## src/rtl/nsv_pkg.sv

```systemverilog
// Shared types, character codes and decode functions for the NMEA sentence validator.
// No dependencies; used by the parser, the result interface, the top level, the checker and the testbench.
package nsv_pkg;

	localparam logic [7:0] CH_START = 8'h24;
	localparam logic [7:0] CH_STAR  = 8'h2A;
	localparam logic [7:0] CH_LF    = 8'h0A;

	localparam logic [23:0] TYPE_GLL = 24'h474C4C;
	localparam logic [23:0] TYPE_GSA = 24'h475341;
	localparam logic [23:0] TYPE_GGA = 24'h474741;
	localparam logic [23:0] TYPE_RMC = 24'h524D43;

	localparam int unsigned LEN_W = 9;

	typedef enum logic [2:0] {
		KIND_OTHER = 3'd0,
		KIND_GLL   = 3'd1,
		KIND_GSA   = 3'd2,
		KIND_GGA   = 3'd3,
		KIND_RMC   = 3'd4
	} nsv_kind_t;

	typedef struct packed {
		nsv_kind_t        sentence_kind;
		logic             checksum_ok;
		logic             star_found;
		logic [7:0]       computed_sum;
		logic [7:0]       received_sum;
		logic [LEN_W-1:0] line_length;
	} nsv_result_t;

	// {digit ok, digit value}
	function automatic logic [4:0] hex_decode(input logic [7:0] c);
		logic [7:0] d;
		begin
			d = 8'h00;
			if (c inside {[8'h30:8'h39]}) begin
				d = c - 8'h30;
				return {1'b1, d[3:0]};
			end
			if (c inside {[8'h41:8'h46]}) begin
				d = c - 8'h37;
				return {1'b1, d[3:0]};
			end
			if (c inside {[8'h61:8'h66]}) begin
				d = c - 8'h57;
				return {1'b1, d[3:0]};
			end
			return {1'b0, d[3:0]};
		end
	endfunction

	function automatic nsv_kind_t kind_decode(input logic [23:0] letters);
		begin
			case (letters)
				TYPE_GLL: return KIND_GLL;
				TYPE_GSA: return KIND_GSA;
				TYPE_GGA: return KIND_GGA;
				TYPE_RMC: return KIND_RMC;
				default:  return KIND_OTHER;
			endcase
		end
	endfunction

endpackage

```

## src/rtl/nsv_byte_if.sv

```systemverilog
// Valid/ready channel carrying one received character per beat.
// Standalone; no package dependency.
interface nsv_byte_if;
	logic       valid;
	logic       ready;
	logic [7:0] rx_byte;

	modport source (output valid, output rx_byte, input ready);
	modport sink   (input valid, input rx_byte, output ready);
endinterface

```

## src/rtl/nsv_result_if.sv

```systemverilog
// Valid/ready channel carrying one sentence summary per beat.
// Field widths follow nsv_pkg.
interface nsv_result_if;
	logic                     valid;
	logic                     ready;
	logic [2:0]               sentence_kind;
	logic                     checksum_ok;
	logic                     star_found;
	logic [7:0]               computed_sum;
	logic [7:0]               received_sum;
	logic [nsv_pkg::LEN_W-1:0] line_length;

	modport source (output valid, output sentence_kind, output checksum_ok, output star_found,
		output computed_sum, output received_sum, output line_length, input ready);
	modport sink   (input valid, input sentence_kind, input checksum_ok, input star_found,
		input computed_sum, input received_sum, input line_length, output ready);
endinterface

```

## src/rtl/nsv_parser.sv

```systemverilog
// Sentence state: running XOR, checksum digits, type letters and length counter.
// Depends on nsv_pkg; builds a result combinationally on the closing line feed.
module nsv_parser #(
	parameter int unsigned MAX_LENGTH = 511
) (
	input  logic                 clk,
	input  logic                 arst_n,
	input  logic                 en,
	input  logic [7:0]           rx_byte,
	output logic                 emit,
	output nsv_pkg::nsv_result_t res
);

	localparam int unsigned PW = $clog2(MAX_LENGTH + 1);
	localparam int unsigned WW = (PW > nsv_pkg::LEN_W) ? PW : nsv_pkg::LEN_W;

	logic          in_sentence_q;
	logic [7:0]    running_xor_q;
	logic          star_seen_q;
	logic [1:0]    hex_digit_count_q;
	logic [7:0]    hex_value_q;
	logic          hex_valid_q;
	logic [PW-1:0] byte_position_q;
	logic [23:0]   type_letters_q;

	logic          is_start;
	logic          is_lf;
	logic [PW-1:0] pos_inc;
	logic [WW-1:0] pos_wide;
	logic [4:0]    hex_d;
	logic          in_type;

	assign is_start = (rx_byte == nsv_pkg::CH_START);
	assign is_lf    = (rx_byte == nsv_pkg::CH_LF);
	assign pos_inc  = (byte_position_q < PW'(MAX_LENGTH)) ? byte_position_q + PW'(1)
		: byte_position_q;
	assign pos_wide = WW'(pos_inc);
	assign hex_d    = nsv_pkg::hex_decode(rx_byte);
	assign in_type  = (byte_position_q >= PW'(3)) && (byte_position_q <= PW'(5));

	assign emit = in_sentence_q && is_lf;

	always_comb begin
		res.sentence_kind   = nsv_pkg::kind_decode(type_letters_q);
		res.checksum_ok     = star_seen_q && hex_valid_q && (hex_digit_count_q == 2'd2)
			&& (running_xor_q == hex_value_q);
		res.star_found      = star_seen_q;
		res.computed_sum    = running_xor_q;
		res.received_sum    = hex_value_q;
		res.line_length     = (pos_wide > WW'(511)) ? {nsv_pkg::LEN_W{1'b1}}
			: pos_wide[nsv_pkg::LEN_W-1:0];
	end

	always_ff @(posedge clk or negedge arst_n) begin
		if (!arst_n) begin
			in_sentence_q     <= 1'b0;
			running_xor_q     <= 8'h00;
			star_seen_q       <= 1'b0;
			hex_digit_count_q <= 2'd0;
			hex_value_q       <= 8'h00;
			hex_valid_q       <= 1'b1;
			byte_position_q   <= '0;
			type_letters_q    <= 24'h000000;
		end else if (en) begin
			if (is_start) begin
				in_sentence_q     <= 1'b1;
				running_xor_q     <= 8'h00;
				star_seen_q       <= 1'b0;
				hex_digit_count_q <= 2'd0;
				hex_value_q       <= 8'h00;
				hex_valid_q       <= 1'b1;
				byte_position_q   <= PW'(1);
				type_letters_q    <= 24'h000000;
			end else if (in_sentence_q) begin
				byte_position_q <= pos_inc;
				if (is_lf) begin
					in_sentence_q <= 1'b0;
				end else begin
					if (in_type) begin
						type_letters_q <= {type_letters_q[15:0], rx_byte};
					end
					if (!star_seen_q) begin
						if (rx_byte == nsv_pkg::CH_STAR) begin
							star_seen_q <= 1'b1;
						end else begin
							running_xor_q <= running_xor_q ^ rx_byte;
						end
					end else if (hex_digit_count_q < 2'd2) begin
						hex_digit_count_q <= hex_digit_count_q + 2'd1;
						if (!hex_d[4]) begin
							hex_valid_q <= 1'b0;
						end else if (hex_valid_q) begin
							hex_value_q <= {hex_value_q[3:0], hex_d[3:0]};
						end
					end
				end
			end
		end
	end

endmodule

```

## src/rtl/nmea_sentence_validator_unit.sv

```systemverilog
// NMEA sentence validator: input register, sentence parser, result register.
// A line feed beat passes the input register and then the result register before result.valid rises.
// Throughput: one byte per cycle; the input register and result register stall
// together only while a result waits untaken.
// Reset: arst_n clears both stage valids and all sentence state at once.
module nmea_sentence_validator_unit #(
	parameter int unsigned MAX_LENGTH = 511
) (
	input  logic                clk,
	input  logic                arst_n,
	nsv_byte_if.sink            rx,
	nsv_result_if.source        result
);

	logic                 rx_valid_s1;
	logic [7:0]           rx_byte_s1;
	logic                 advance;
	logic                 parse_en;
	logic                 emit;
	nsv_pkg::nsv_result_t res;
	logic                 res_valid_q;
	nsv_pkg::nsv_result_t res_q;

	assign advance  = !res_valid_q || result.ready;
	assign parse_en = rx_valid_s1 && advance;
	assign rx.ready = !rx_valid_s1 || advance;

	always_ff @(posedge clk or negedge arst_n) begin
		if (!arst_n) begin
			rx_valid_s1 <= 1'b0;
		end else if (rx.ready) begin
			rx_valid_s1 <= rx.valid;
		end
	end

	always_ff @(posedge clk) begin
		if (rx.ready && rx.valid) begin
			rx_byte_s1 <= rx.rx_byte;
		end
	end

	nsv_parser #(
		.MAX_LENGTH(MAX_LENGTH)
	) u_parser (
		.clk     (clk),
		.arst_n  (arst_n),
		.en      (parse_en),
		.rx_byte (rx_byte_s1),
		.emit    (emit),
		.res     (res)
	);

	always_ff @(posedge clk or negedge arst_n) begin
		if (!arst_n) begin
			res_valid_q <= 1'b0;
		end else if (advance) begin
			res_valid_q <= parse_en && emit;
		end
	end

	always_ff @(posedge clk) begin
		if (parse_en && emit) begin
			res_q <= res;
		end
	end

	assign result.valid         = res_valid_q;
	assign result.sentence_kind = res_q.sentence_kind;
	assign result.checksum_ok   = res_q.checksum_ok;
	assign result.star_found    = res_q.star_found;
	assign result.computed_sum  = res_q.computed_sum;
	assign result.received_sum  = res_q.received_sum;
	assign result.line_length   = res_q.line_length;

endmodule

```

## src/flat_wrapper.sv

```systemverilog
// flat-port wrapper written by rule: the top's interface ports become plain ports
module nmea_sentence_validator_unit_flat 
#(
	parameter int unsigned MAX_LENGTH = 511
)
  (clk, arst_n, rx_valid, rx_rx_byte, rx_ready, result_valid, result_sentence_kind, result_checksum_ok, result_star_found, result_computed_sum, result_received_sum, result_line_length, result_ready);
  nsv_byte_if rx_i ();
  nsv_result_if result_i ();
  input  logic clk;
  input  logic arst_n;
  input wire logic [$bits(rx_i.valid)-1:0] rx_valid;
  input wire logic [$bits(rx_i.rx_byte)-1:0] rx_rx_byte;
  output wire logic [$bits(rx_i.ready)-1:0] rx_ready;
  output wire logic [$bits(result_i.valid)-1:0] result_valid;
  output wire logic [$bits(result_i.sentence_kind)-1:0] result_sentence_kind;
  output wire logic [$bits(result_i.checksum_ok)-1:0] result_checksum_ok;
  output wire logic [$bits(result_i.star_found)-1:0] result_star_found;
  output wire logic [$bits(result_i.computed_sum)-1:0] result_computed_sum;
  output wire logic [$bits(result_i.received_sum)-1:0] result_received_sum;
  output wire logic [$bits(result_i.line_length)-1:0] result_line_length;
  input wire logic [$bits(result_i.ready)-1:0] result_ready;
  assign rx_i.valid = rx_valid;
  assign rx_i.rx_byte = rx_rx_byte;
  assign rx_ready = rx_i.ready;
  assign result_valid = result_i.valid;
  assign result_sentence_kind = result_i.sentence_kind;
  assign result_checksum_ok = result_i.checksum_ok;
  assign result_star_found = result_i.star_found;
  assign result_computed_sum = result_i.computed_sum;
  assign result_received_sum = result_i.received_sum;
  assign result_line_length = result_i.line_length;
  assign result_i.ready = result_ready;
  nmea_sentence_validator_unit #(.MAX_LENGTH(MAX_LENGTH)) u_core (.clk(clk), .arst_n(arst_n), .rx(rx_i), .result(result_i));
endmodule
```

## config.mk

```make
export PLATFORM = sky130hd
export DESIGN_NAME = nmea_sentence_validator_unit_flat
export DESIGN_NICKNAME = d
export VERILOG_FILES = /design/src/rtl/nsv_pkg.sv /design/src/rtl/nsv_byte_if.sv /design/src/rtl/nsv_result_if.sv /design/src/rtl/nsv_parser.sv /design/src/rtl/nmea_sentence_validator_unit.sv /design/src/flat_wrapper.sv
export SDC_FILE = /design/constraint.sdc
export NUM_CORES = 1
export LEC_CHECK = 0
export BUFFER_PORTS_ARGS = -buffer_cell sky130_fd_sc_hd__buf_2
export CAP_MARGIN = 30
export CORE_MARGIN = 2
export CORE_UTILIZATION = 57
export DETAILED_ROUTE_END_ITERATION = 16
export PLACE_DENSITY = 0.75
export SLEW_MARGIN = 20
export SYNTH_ARGS = -nofsm -noshare
export SYNTH_HDL_FRONTEND = slang
export SYNTH_SLANG_ARGS = --single-unit
export TNS_END_PERCENT = 10
```

## constraint.sdc

```tcl
create_clock -name clk -period 5.2 [get_ports clk]
set_input_delay 0.78 -clock clk [delete_from_list [all_inputs] [get_ports clk]]
set_output_delay 0.78 -clock clk [all_outputs]
set_load 0.05 [all_outputs]
```

==> summary.txt, run 1 <==
Run status
  – Status: complete, no violations

Die
  – Die ar.: 8257 sq um
  – Initial Util: approximately three fifths
  – Die Ht: 90.87 microns
  – Die span in x: 90.87 microns
  – Area of the core: ~7300 sq um
  – Ports: between 40 and 50
  – Row count: 31

Route
  – DR vias: 2,953
  – Via density: 5.679
  – Post-route ant nets: 0
  – Routed wire per std cell: ~16 microns
  – Iteration-0 DRC count of the detailed router: 152
  – DRC: 0
  – Post-Route WL: 8.148 mm
  – Pre-antenna DRT Iters: 5

STA
  – Max Clk Rate: 0.4082 GHz
  – Slew headroom: between 40% and 50%
  – Setup TNS: 0 ns
  – RSZ-0062 raised after global routing: false
  – Final setup violating endpoints: 0
  – Fin crit share: a little under half
  – Tmin final: 2.449 ns
  – Worst-Margin Slew: roughly 0.83 ns
  – Hold Slack: 0.5074 ns
  – Final Slew Violations: 0
  – Hold Vio Cnt, Final: 0
  – Worst Skew: 0.006991 ns

Synth
  – Asr flop ratio synth: 59.57%
  – Synth cell types: 49
  – Post-synthesis net count: 390
  – Syn Inst Count: between 300 and 400
  – Synth area leaders: dfrtp_1, edfxtp_1, mux2i_1, nand2_1, nor2_1
  – Area leader, netlist: dfrtp_1
  – Synth Flop Type: dfrtp_1
  – Mapped Avg Cell Area: 11.59 sq um
  – Seq/Total Area, Yosys: 59.13%
  – Post-Syn Area: 4302 sq um
  – Seq cells post-synth: 94
  – Post-synth top area share: 32.00%
  – Post-synth EDFFs: 38
  – Synth warnings: 0

Global routing
  – Largest net degree at the start of global routing: 57
  – Remaining Overflow, GRT: 0
  – GRT Overall Usage: 21.08%
  – Met1 Use GR: 31.79%
  – Antenna violations before repair: 0
  – Met3 GRT Util: between 3 and 4%
  – Vias in the first global route: 2,757
  – Met2 Use GR: 30.41%
  – Busiest grt layer: met1
  – Global-route wire length before repair: 13.77 mm

Clock tree
  – Post-CTS sizing: 0
  – Post-CTS Hold Fix Bufs: 0
  – Clock Latency Late Sink: roughly 0.36 ns
  – Clk sinks: 94
  – Postcts setup bufs: 0
  – Reg clk slew, reported paths: 0.09 ns
  – H-tree depth: 3
  – Num CTS Buffers: 9
  – Clock buffer depth: 2
  – Root buffer cell: clkbuf_8
  – CTS tree: done

Worst setup path
  – Worst R2R End: u_core.u_parser.type_letters_q[22]
  – Reg2Reg Depth: 6
  – R2R Path Start: u_core.rx_byte_s1[6]
  – Reg2reg setup slack: roughly 2.8 ns
  – Crit path max fanout: 19
  – Crit. End Element: flop
  – Critical path arrival: ~2.7 ns
  – CP Data Required Time: 5.45 ns
  – Startpoint class of the critical path: flop
  – Setup Crit Path Kind: flop to flop

Power and ir drop
  – P per Cell Area: 354.0 nW/um^2
  – Final Total Pwr: around 1700 uW
  – Pleak: 0.002221 uW
  – Peak supply drop: between 0.15 and 0.2 mV

Placement
  – GPL Wtd Cong: slightly below 0.9
  – Buffers on Ports: 43
  – DP Wirelength: 5.622 mm
  – Placed Instances: ~500

Flow run
  – Max Cap Viol: 0

Hold path
  – WHS Path Cells: 0
  – Worst Hold Endpoint: u_core.result.received_sum[5]
  – Hold Path Class: flop to flop
  – Hold Path Origin: u_core.u_parser.hex_value_q[5]

Cells and area
  – Fin cells: 520
  – Synth-to-Final Area Change: 11.63%
  – Share of cells above drive strength 1: 17.10%
  – Antenna fix cells: 0
  – Layout net count: 435
## cell families after synthesis
family                   after synthesis  share of synthesized area (%)
buffers and inverters                 28                          2.967
multiplexers                          29                          6.835
AO/OA/AOI/OAI                         46                          8.232
AND/OR/NAND/NOR                      145                          16.32
XOR/XNOR                              22                          4.479
adder cells (fa/ha/maj)                7                          2.036
flip-flops                            94                          59.13
## metal layers
layer | share of wire (%) | wire length, microns
met4 | 1.9 | 153
met3 | 3.9 | 321
met2 | 45 | 3670
met1 | 49 | 4003
met5 | 0 | 0
## critical path, cell delays in order (launching register included)
cell and delay (ns):
edfxtp_1 0.47, nor3b_1 0.37, nand4_1 0.17, nor2_1 0.66
o211ai_4 0.28, buf_16 0.25, mux2i_1 0.13
## layout make-up
cell class | count | area, sq um
sequential | 94 | 2544
timing repair buffer | 48 | 272.8
clock inverter | 5 | 35.03
tap | 99 | 123.9
inverter | 14 | 52.55
multi-input combinational | 249 | 1633
fill | 586 | 2490
clock buffer | 11 | 141.4
## synth_stat cells (6+ instances only)
library cell and count:
nor2_1 28, ha_1 7, mux2i_1 26, inv_1 14
o211ai_1 6, nor3_1 7, nand3_1 12, xnor2_1 10
edfxtp_1 38, nand2_1 62, clkbuf_1 11, dfrtp_1 55
xor2_1 12, o21ai_1 7, nand4_1 8
## where the power goes
part / switching [uW] / internal (uW) / leakage [uW]
Sequential: 114 / 872 / 0.00113
Clock: 253 / 188 / 0.0000897
Combinational: 147 / 126 / 0.00100
## per-stage QoR
step | area (sq um) | util [%] | worst slack, ns
floorplan | 4302 | - | 2.363
global placement | 4598 | 63.06 | 2.589
detailed placement | 4598 | 63.06 | 2.487
CTS | 4775 | 65.48 | 2.574
global route | 4802 | 65.85 | 2.534
finish | 4802 | 65.85 | 2.751
## flip-flops by register name (all words and copies together), names as in the netlist, 2 cells and up
name                               flops
u_core.u_parser.running_xor_q          8
u_core.u_parser.hex_value_q            8
u_core.rx_byte_s1                      8
u_core.u_parser.hex_digit_count_q      2
u_core.result.computed_sum             8
u_core.u_parser.type_letters_q        24
u_core.result.received_sum             8
u_core.u_parser.byte_position_q        9
u_core.result.sentence_kind            3
u_core.result.line_length              9
## cell usage in the layout, fill, tap and decap left out, types with 3 or more instances in the layout
| cell | synthesis | layout |
|---|---|---|
| nand2_1 | 62 | 62 |
| dfrtp_1 | 55 | 55 |
| buf_2 | 0 | 43 |
| edfxtp_1 | 38 | 38 |
| nor2_1 | 28 | 27 |
| mux2i_1 | 26 | 26 |
| inv_1 | 14 | 14 |
| nand3_1 | 12 | 12 |
| xor2_1 | 12 | 12 |
| xnor2_1 | 10 | 10 |
| clkbuf_8 | 0 | 10 |
| nand4_1 | 8 | 8 |
| nor3_1 | 7 | 7 |
| o21ai_1 | 7 | 7 |
| ha_1 | 7 | 7 |
| o211ai_1 | 6 | 6 |
| nand4b_1 | 5 | 5 |
| o21ai_0 | 5 | 5 |
| o31ai_1 | 5 | 5 |
| a21oi_1 | 4 | 4 |
| a22o_1 | 4 | 4 |
| buf_4 | 0 | 4 |
| nor3b_1 | 3 | 3 |
| or2_1 | 3 | 3 |
| mux2_1 | 3 | 3 |
## how the worst max path moves through the flow
stage,start,end,slack [ns],depth (start not counted)
6_report,u_core.rx_byte_s1[6],u_core.u_parser.type_letters_q[22],2.75,6
5_1_grt,u_core.rx_byte_s1[6],u_core.u_parser.type_letters_q[4],2.53,6
4_1_cts,u_core.rx_byte_s1[0],u_core.u_parser.type_letters_q[22],2.57,7
2_1_floorplan,result_ready,u_core.result.checksum_ok,2.36,3
3_3_place_gp,result_ready,u_core.u_parser.type_letters_q[20],2.59,6
3_5_place_dp,result_ready,u_core.u_parser.type_letters_q[3],2.49,6
Note: power is estimated with default switching activity, not from simulation.
==> run 2: changes to the inputs <==
--- a/config.mk
+++ b/config.mk
@@ -5,6 +5,7 @@
 export SDC_FILE = /design/constraint.sdc
 export NUM_CORES = 1
 export LEC_CHECK = 0
+export ABC_AREA = 1
 export BUFFER_PORTS_ARGS = -buffer_cell sky130_fd_sc_hd__buf_2
 export CAP_MARGIN = 30
 export CORE_MARGIN = 2
==> constraint.sdc (replaced) <==
create_clock -name clk -period 2.56 [get_ports clk]
set_input_delay 0.384 -clock clk [delete_from_list [all_inputs] [get_ports clk]]
set_output_delay 0.384 -clock clk [all_outputs]
set_load 0.05 [all_outputs]
==> run 2 against run 1 <==
Against the previous run: clock power increased by 120%; total power increased by 130%; register-to-register slack worse by 2.5 ns; synthesized cell count increased by 33%; sequential share of layout area decreased by 3.2 points; fmax grew 6.4%; critical endpoint is now u_core.u_parser.type_letters_q[0]; highest routed layer unchanged.
==> summary.txt, run 2 <==
Run status
  – Status: complete, no violations

Power and ir drop
  – P_int: 2597 uW (+120%)
  – Clock power share: 23.9% (-2.0 points)
  – Final Total Pwr: 3975 uW (+130%)
  – Sequential power share: 52.9% (-5.1 points)
  – P_sw: 1378 uW (+170%)
  – Peak supply drop: 0.3930 mV (+140%)
  – Comb power frac: 23.2% (+7.1 points)
  – Pleak: 0.002480 uW (+12%)
  – P per Cell Area: 778.1 nW/um^2 (+120%)
  – Switching share of power: 34.66% (+4.5 points)

Worst setup path
  – CP Buf/Inv Count: 2 (+1)
  – CP Data Required Time: 2.84 ns (-2.61 ns)
  – Crit-path cells: inv_1 > ha_1 > nand3_2 > inv_2 > nand3_4 > nand2_8 > nand2_4 > nand2_4 > nand2_1 > o21ai_2
  – Critical path arrival: 2.58 ns (-0.12 ns)
  – Largest delay contributor family on the critical path: simple AND/OR/NAND/NOR gates
  – Setup Crit Path Kind: flop to flop
  – Slowest stage delay, CP: 0.50 ns (-0.16 ns)
  – Crit. End Element: flop
  – Crit path max fanout: 40 (+21)
  – Worst path most repeated cell: nand2_4
  – Worst path slowest cell: edfxtp_1
  – Startpoint class of the critical path: flop

Clock tree
  – H-tree depth: 3 (unchanged)
  – Clk sinks: 94 (unchanged)
  – Postcts setup bufs: 0 (unchanged)
  – CTS tree: done
  – Post-CTS Hold Fix Bufs: 0 (unchanged)
  – Clock buffer depth: 2 (unchanged)
  – Root buffer cell: clkbuf_8
  – Post-CTS sizing: 0 (unchanged)
  – Reg clk slew, reported paths: 0.09 ns (about the same)
  – Num CTS Buffers: 9 (unchanged)
  – Clock Latency Late Sink: 0.36 ns (about the same)

Synth
  – Synth warnings: 0 (unchanged)
  – Syn Inst Count: 495 (+33%)
  – Seq cells post-synth: 94 (unchanged)
  – Synth Flop Type: dfrtp_1
  – Post-synth EDFFs: 38 (unchanged)
  – Commonest cells post-synth: nand2_1, inv_1, nor2_1, dfrtp_1, edfxtp_1
  – Post-synthesis net count: 514 (+32%)
  – Synth area leaders: dfrtp_1, edfxtp_1, nand2_1, inv_1, nor2_1
  – Seq/Total Area, Yosys: 55.08% (-4.1 points)
  – Post-Syn Area: 4618 sq um (+7.4%)
  – Synth cell types: 37 (-24%)
  – Area leader, netlist: dfrtp_1
  – Asr flop ratio synth: 59.57% (unchanged)
  – Post-synth top area share: 29.80% (-2.2 points)
  – Mapped Avg Cell Area: 9.330 sq um (-20%)
  – Most frequent cell after synthesis: nand2_1

STA
  – Worst Skew: 0.01278 ns (+0.005790 ns)
  – Hold Slack: 0.1458 ns (-0.3616 ns)
  – Tmin final: 2.303 ns (-0.1469 ns)
  – Final setup violating endpoints: 0 (unchanged)
  – Final Slew Violations: 0 (unchanged)
  – Fin crit share: 89.95% (+43 points)
  – Slew headroom: 50.29% (+6.1 points)
  – Setup TNS: 0 ns (unchanged)
  – Max Clk Rate: 0.4343 GHz (+6.4%)
  – Hold Vio Cnt, Final: 0 (unchanged)
  – Worst-Margin Slew: 0.7456 ns (-0.08851 ns)
  – RSZ-0062 raised after global routing: false

Placement
  – DP Wirelength: 6.500 mm (+16%)
  – GPL Wtd Cong: 0.8446 (-4.2%)
  – Buffers on Ports: 43 (unchanged)

Die
  – Die Ht: 94.01 microns (+3.5%)
  – Ports: 44 (unchanged)
  – Row count: 32 (+3.2%)
  – Die span in x: 94.01 microns (+3.5%)
  – Die ar.: 8838 sq um (+7.0%)
  – Area of the core: 7807 sq um (+7.1%)
  – Initial Util: 59.15% (+0.16 points)

Cells and area
  – Final core occ: 65.43% (-0.42 points)
  – Synth-to-Final Area Change: 10.62%
  – FILL cells: 671 (+15%)
  – Most frequent cells in the layout: nand2_1, inv_1, nor2_1
  – Layout net count: 562 (+29%)
  – Most common cell after layout, fill and taps aside: nand2_1
  – Share of cells above drive strength 1: 19.89% (+2.8 points)
  – Biggest register: u_core.u_parser.type_letters_q
  – Max reg flops: 24 (unchanged)
  – Antenna fix cells: 0 (unchanged)

Route
  – Post-route ant nets: 0 (unchanged)
  – DR vias: 3,428 (+16%)
  – Routed wire per std cell: 13.84 microns (-12%)
  – Iteration-0 DRC count of the detailed router: 205 (+35%)
  – Pre-antenna DRT Iters: 5 (unchanged)
  – DRC: 0 (unchanged)
  – Post-Route WL: 8.995 mm (+10%)
  – Via density: 5.274 (-7.1%)

Global routing
  – Largest net degree at the start of global routing: 57 (unchanged)
  – Global-route wire length before repair: 15.61 mm (+13%)
  – GRT Overall Usage: 22.74% (+1.7 points)
  – Vias in the first global route: 3,153 (+14%)
  – Remaining Overflow, GRT: 0 (unchanged)
  – Antenna violations before repair: 0 (unchanged)

Flow run
  – Max Cap Viol: 0 (unchanged)

Hold path
  – Hold Path Class: primary input to asynchronous set/reset pin
[run 2: changes by cell type after synthesis, sizes merged, moves of 11 or more]
cell / previous run / this run
nand2: 62 / 146
inv: 14 / 64
nor2: 28 / 62
mux2i: 26 / 0
o21ai: 14 / 31
nand3: 12 / 23
[run 2: metrics by stage]
step	setup WS [ns]	cell area [sq um]	instances
after floorplan	0.2397	4621	495
after global placement	0.4271	4918	634
after detailed placement	0.2952	4918	634
after CTS	0.2777	5109	650
after global routing	0.07113	5109	650
final	0.2574	5109	650
[run 2: worst reg2reg max path, delay by kind of cell, from the launching register on]
| family | cells | cell delay, ns |
|---|---|---|
| AO/OA/AOI/OAI | 1 | 0.08 |
| adder cells (fa/ha/maj) | 1 | 0.22 |
| buffers and inverters | 2 | 0.26 |
| flip-flops | 1 | 0.50 |
| AND/OR/NAND/NOR | 6 | 1.16 |
[run 2: power by group through the flow]
stage                     clock (uW)  combinational (uW)  sequential [uW]
after CTS                        961                 924             2100
after floorplan                    0                 742             2050
final                            949                 924             2100
after global placement             0                 883             2120
after detailed placement           0                 918             2130
after global routing            1030                1070             2140
[run 2: kinds of logic (layout without fill, tap and decap cells)]
kind of cell,after synthesis,count (layout),synth area share (%)
xor gates and xnor gates,16,16,3.034
adders and majority gates,7,7,1.896
AOI/OAI and AO/OA,41,41,6.746
DFF,94,94,55.08
buffers and inverters,73,126,6.935
and+or+nand+nor,264,264,26.31
[run 2: path summary, 6_finish.rpt]
kind	from	to	slack, ns	depth (start not counted)
setup / recovery	u_core.rx_byte_s1[0]	u_core.u_parser.type_letters_q[0]	0.26	10
hold / removal	arst_n	u_core.rx_valid_s1	0.15	2
setup reg to reg	u_core.rx_byte_s1[0]	u_core.u_parser.type_letters_q[0]	0.26	10
hold reg to reg	u_core.u_parser.hex_value_q[1]	u_core.result.received_sum[1]	0.49	0
max in group asynchronous	arst_n	u_core.u_parser.type_letters_q[12]	1.90	2
min in group clk	rx_rx_byte[2]	u_core.rx_byte_s1[2]	0.19	1
[run 2: final cells by class]
type | count | area, sq um | area share (%)
timing repair buffer | 46 | 250.2 | 4.898
inverter | 64 | 240.2 | 4.702
clock buffer | 10 | 137.6 | 2.694
sequential | 94 | 2544 | 49.79
multi-input combinational | 328 | 1757 | 34.39
clock inverter | 6 | 52.55 | 1.029
tap | 102 | 127.6 | 2.498
[run 2: layer usage]
layer / track usage, % / up-vias / wire length (microns)
met2: 35.24 / 105 / 4126
met1: 33.59 / 1614 / 4308
met3: 3.050 / 15 / 433
met4: 7.126 / 0 / 127
li1: - / 1694 / -
met5: 0 / - / 0
==> run 3: changes to the inputs <==
==> constraint.sdc (replaced) <==
create_clock -name clk -period 2.7 [get_ports clk]
set_input_delay 0.405 -clock clk [delete_from_list [all_inputs] [get_ports clk]]
set_output_delay 0.405 -clock clk [all_outputs]
set_load 0.05 [all_outputs]
==> run 3 against run 2 <==
Against the previous run: critical path depth unchanged; combinational power decreased by 4.5%; die area unchanged; global-route usage about the same; count of clock-buffer cells in the layout unchanged; clock skew about the same; critical endpoint is now u_core.u_parser.type_letters_q[19]; highest routed layer unchanged.
==> summary.txt, run 3 (same netlist as run 2, synthesis figures left out) <==
Run status
  – Status: complete, no violations

STA
  – Worst-Margin Slew: 0.5262 ns (-0.2194 ns)
  – Slew headroom: 64.84% (+15 points)
  – Final Slew Violations: 0 (unchanged)
  – RSZ-0062 raised after global routing: false
  – Max Clk Rate: 0.4332 GHz (-0.25%)
  – Hold Vio Cnt, Final: 0 (unchanged)
  – Setup TNS: 0 ns (unchanged)
  – Fin crit share: 85.49% (-4.5 points)
  – Final setup violating endpoints: 0 (unchanged)
  – Final setup margin: 0.3917 ns (+0.1343 ns)
  – Tmin final: 2.308 ns (+0.005718 ns)
  – Worst Skew: 0.01262 ns (-0.0001663 ns)

Clock tree
  – Clock buffer depth: 2 (unchanged)
  – Clk sinks: 94 (unchanged)
  – Clock Latency Late Sink: 0.36 ns (about the same)
  – Postcts setup bufs: 0 (unchanged)
  – H-tree depth: 3 (unchanged)
  – Num CTS Buffers: 9 (unchanged)
  – Reg clk slew, reported paths: 0.09 ns (about the same)
  – CTS tree: done
  – Root buffer cell: clkbuf_8
  – Post-CTS sizing: 0 (unchanged)

Die
  – Area of the core: 7807 sq um (unchanged)
  – Die Ht: 94.01 microns (unchanged)
  – Ports: 44 (unchanged)
  – Die span in x: 94.01 microns (unchanged)
  – Initial Util: 59.15% (unchanged)
  – Die ar.: 8838 sq um (unchanged)
  – Row count: 32 (unchanged)

Global routing
  – Antenna violations before repair: 0 (unchanged)
  – Global-route wire length before repair: 15.59 mm (-0.13%)
  – Vias in the first global route: 3,245 (+2.9%)
  – GRT Overall Usage: 22.79% (+0.044 points)
  – Remaining Overflow, GRT: 0 (unchanged)
  – Largest net degree at the start of global routing: 41 (-28%)

Hold path
  – Worst Hold Endpoint: u_core.rx_byte_s1[6]
  – Hold Path Class: primary input to flop
  – Hold Path Origin: rx_rx_byte[6]
  – WHS Path Cells: 1

Route
  – Routed wire per std cell: 14.04 microns (+1.5%)
  – Via density: 5.248 (-0.48%)
  – Post-route ant nets: 0 (unchanged)
  – Iteration-0 DRC count of the detailed router: 166 (-19%)
  – DRC: 0 (unchanged)
  – DR vias: 3,422 (-0.18%)
  – Post-Route WL: 9.156 mm (+1.8%)
  – Pre-antenna DRT Iters: 4 (-1)

Worst setup path
  – Startpoint class of the critical path: flop
  – R2R Path Start: u_core.rx_byte_s1[0]
  – Crit. End Element: flop
  – Reg2reg setup slack: 0.39 ns (+0.13 ns)
  – Crit path max fanout: 40 (unchanged)
  – Critical path arrival: 2.59 ns (about the same)
  – Worst R2R End: u_core.u_parser.type_letters_q[19]
  – Setup Crit Path Kind: flop to flop
  – CP Data Required Time: 2.98 ns (+0.14 ns)
  – Reg2Reg Depth: 10 (unchanged)

Placement
  – Placed Instances: 635 (+0.16%)
  – DP Wirelength: 6.721 mm (+3.4%)
  – GPL Wtd Cong: 0.8605 (+1.9%)
  – Buffers on Ports: 43 (unchanged)
  – Worst slack, placed: 0.4195 ns (+0.1243 ns)

Cells and area
  – Share of cells above drive strength 1: 20.00% (+0.11 points)
  – Synth-to-Final Area Change: 11.89%
  – FILL cells: 641 (-4.5%)
  – Max reg flops: 24 (unchanged)
  – Most common cell after layout, fill and taps aside: nand2_1
  – Fin cells: 652 (+0.31%)
  – Biggest register: u_core.u_parser.type_letters_q
  – Antenna fix cells: 0 (unchanged)
  – Layout net count: 564 (+0.36%)
  – Most frequent cells in the layout: nand2_1, inv_1, nor2_1

Power and ir drop
  – P per Cell Area: 761.3 nW/um^2 (-2.2%)
  – Peak supply drop: 0.3283 mV (-16%)
  – Final Total Pwr: 3934 uW (-1.0%)
  – Pleak: 0.002510 uW (+1.2%)

Flow run
  – Max Cap Viol: 0 (unchanged)
[run 3: worst max-delay path by stage]
stage	startpoint	to	slack [ns]	cells past startpoint
after global placement	u_core.rx_byte_s1[0]	u_core.u_parser.type_letters_q[20]	0.57	10
after global routing	u_core.rx_byte_s1[0]	u_core.u_parser.type_letters_q[7]	0.20	10
after CTS	u_core.rx_byte_s1[0]	u_core.u_parser.type_letters_q[19]	0.40	10
final	u_core.rx_byte_s1[0]	u_core.u_parser.type_letters_q[19]	0.39	10
after detailed placement	u_core.rx_byte_s1[0]	u_core.u_parser.type_letters_q[19]	0.42	10
after floorplan	u_core.result.valid	u_core.result.checksum_ok	0.38	5
[run 3: per-stage QoR]
step	utilization [%]	hold slack, ns	area, sq um
floorplan	-	0.1094	4621
global placement	63.09	0.3269	4926
detailed placement	63.09	0.3334	4926
CTS	66.19	0.2081	5167
global route	66.19	0.2097	5167
finish	66.19	0.2186	5167
[run 3: what timing repair did]
item | 4_1_cts | 5_1_grt
hold buffers | 1 | 0
endpoints found under the hold margin | 14 | 0
endpoints found under the setup margin | 0 | 0
[run 3: final cells by class]
| cell class | count | area [sq um] | area share [%] |
|---|---|---|---|
| flip-flops and latches | 94 | 2544 | 49.23 |
| multi-input cells | 328 | 1757 | 34.00 |
| repair buffers | 48 | 267.8 | 5.182 |
| inverters | 64 | 240.2 | 4.649 |
| clock buffers | 10 | 137.6 | 2.663 |
| well taps | 102 | 127.6 | 2.470 |
| clock inverters | 6 | 93.84 | 1.816 |
[run 3: worst max-delay path: stages, from the launching register on]
cell      delay, ns
edfxtp_1       0.50
inv_1          0.17
ha_1           0.22
nand3_2        0.11
inv_2          0.09
nand3_4        0.21
nand2_8        0.22
nand2_4        0.09
nand2_4        0.39
nand2_1        0.15
o21ai_2        0.08
[run 3: report_power, final]
part           switching, uW  internal (uW)  total [uW]  leakage, uW
combinational            541            342         882      0.00135
sequential               255           1750        2000      0.00105
clock                    496            553        1050     0.000113
[run 3: routing by layer]
metal / up-vias / global-route usage [%] / share of wire, %
li1: 1699 / - / -
met1: 1610 / 31.76 / 46
met2: 98 / 36.31 / 47
met3: 15 / 3.612 / 4.6
met4: 0 / 8.454 / 1.9
met5: - / 0 / 0
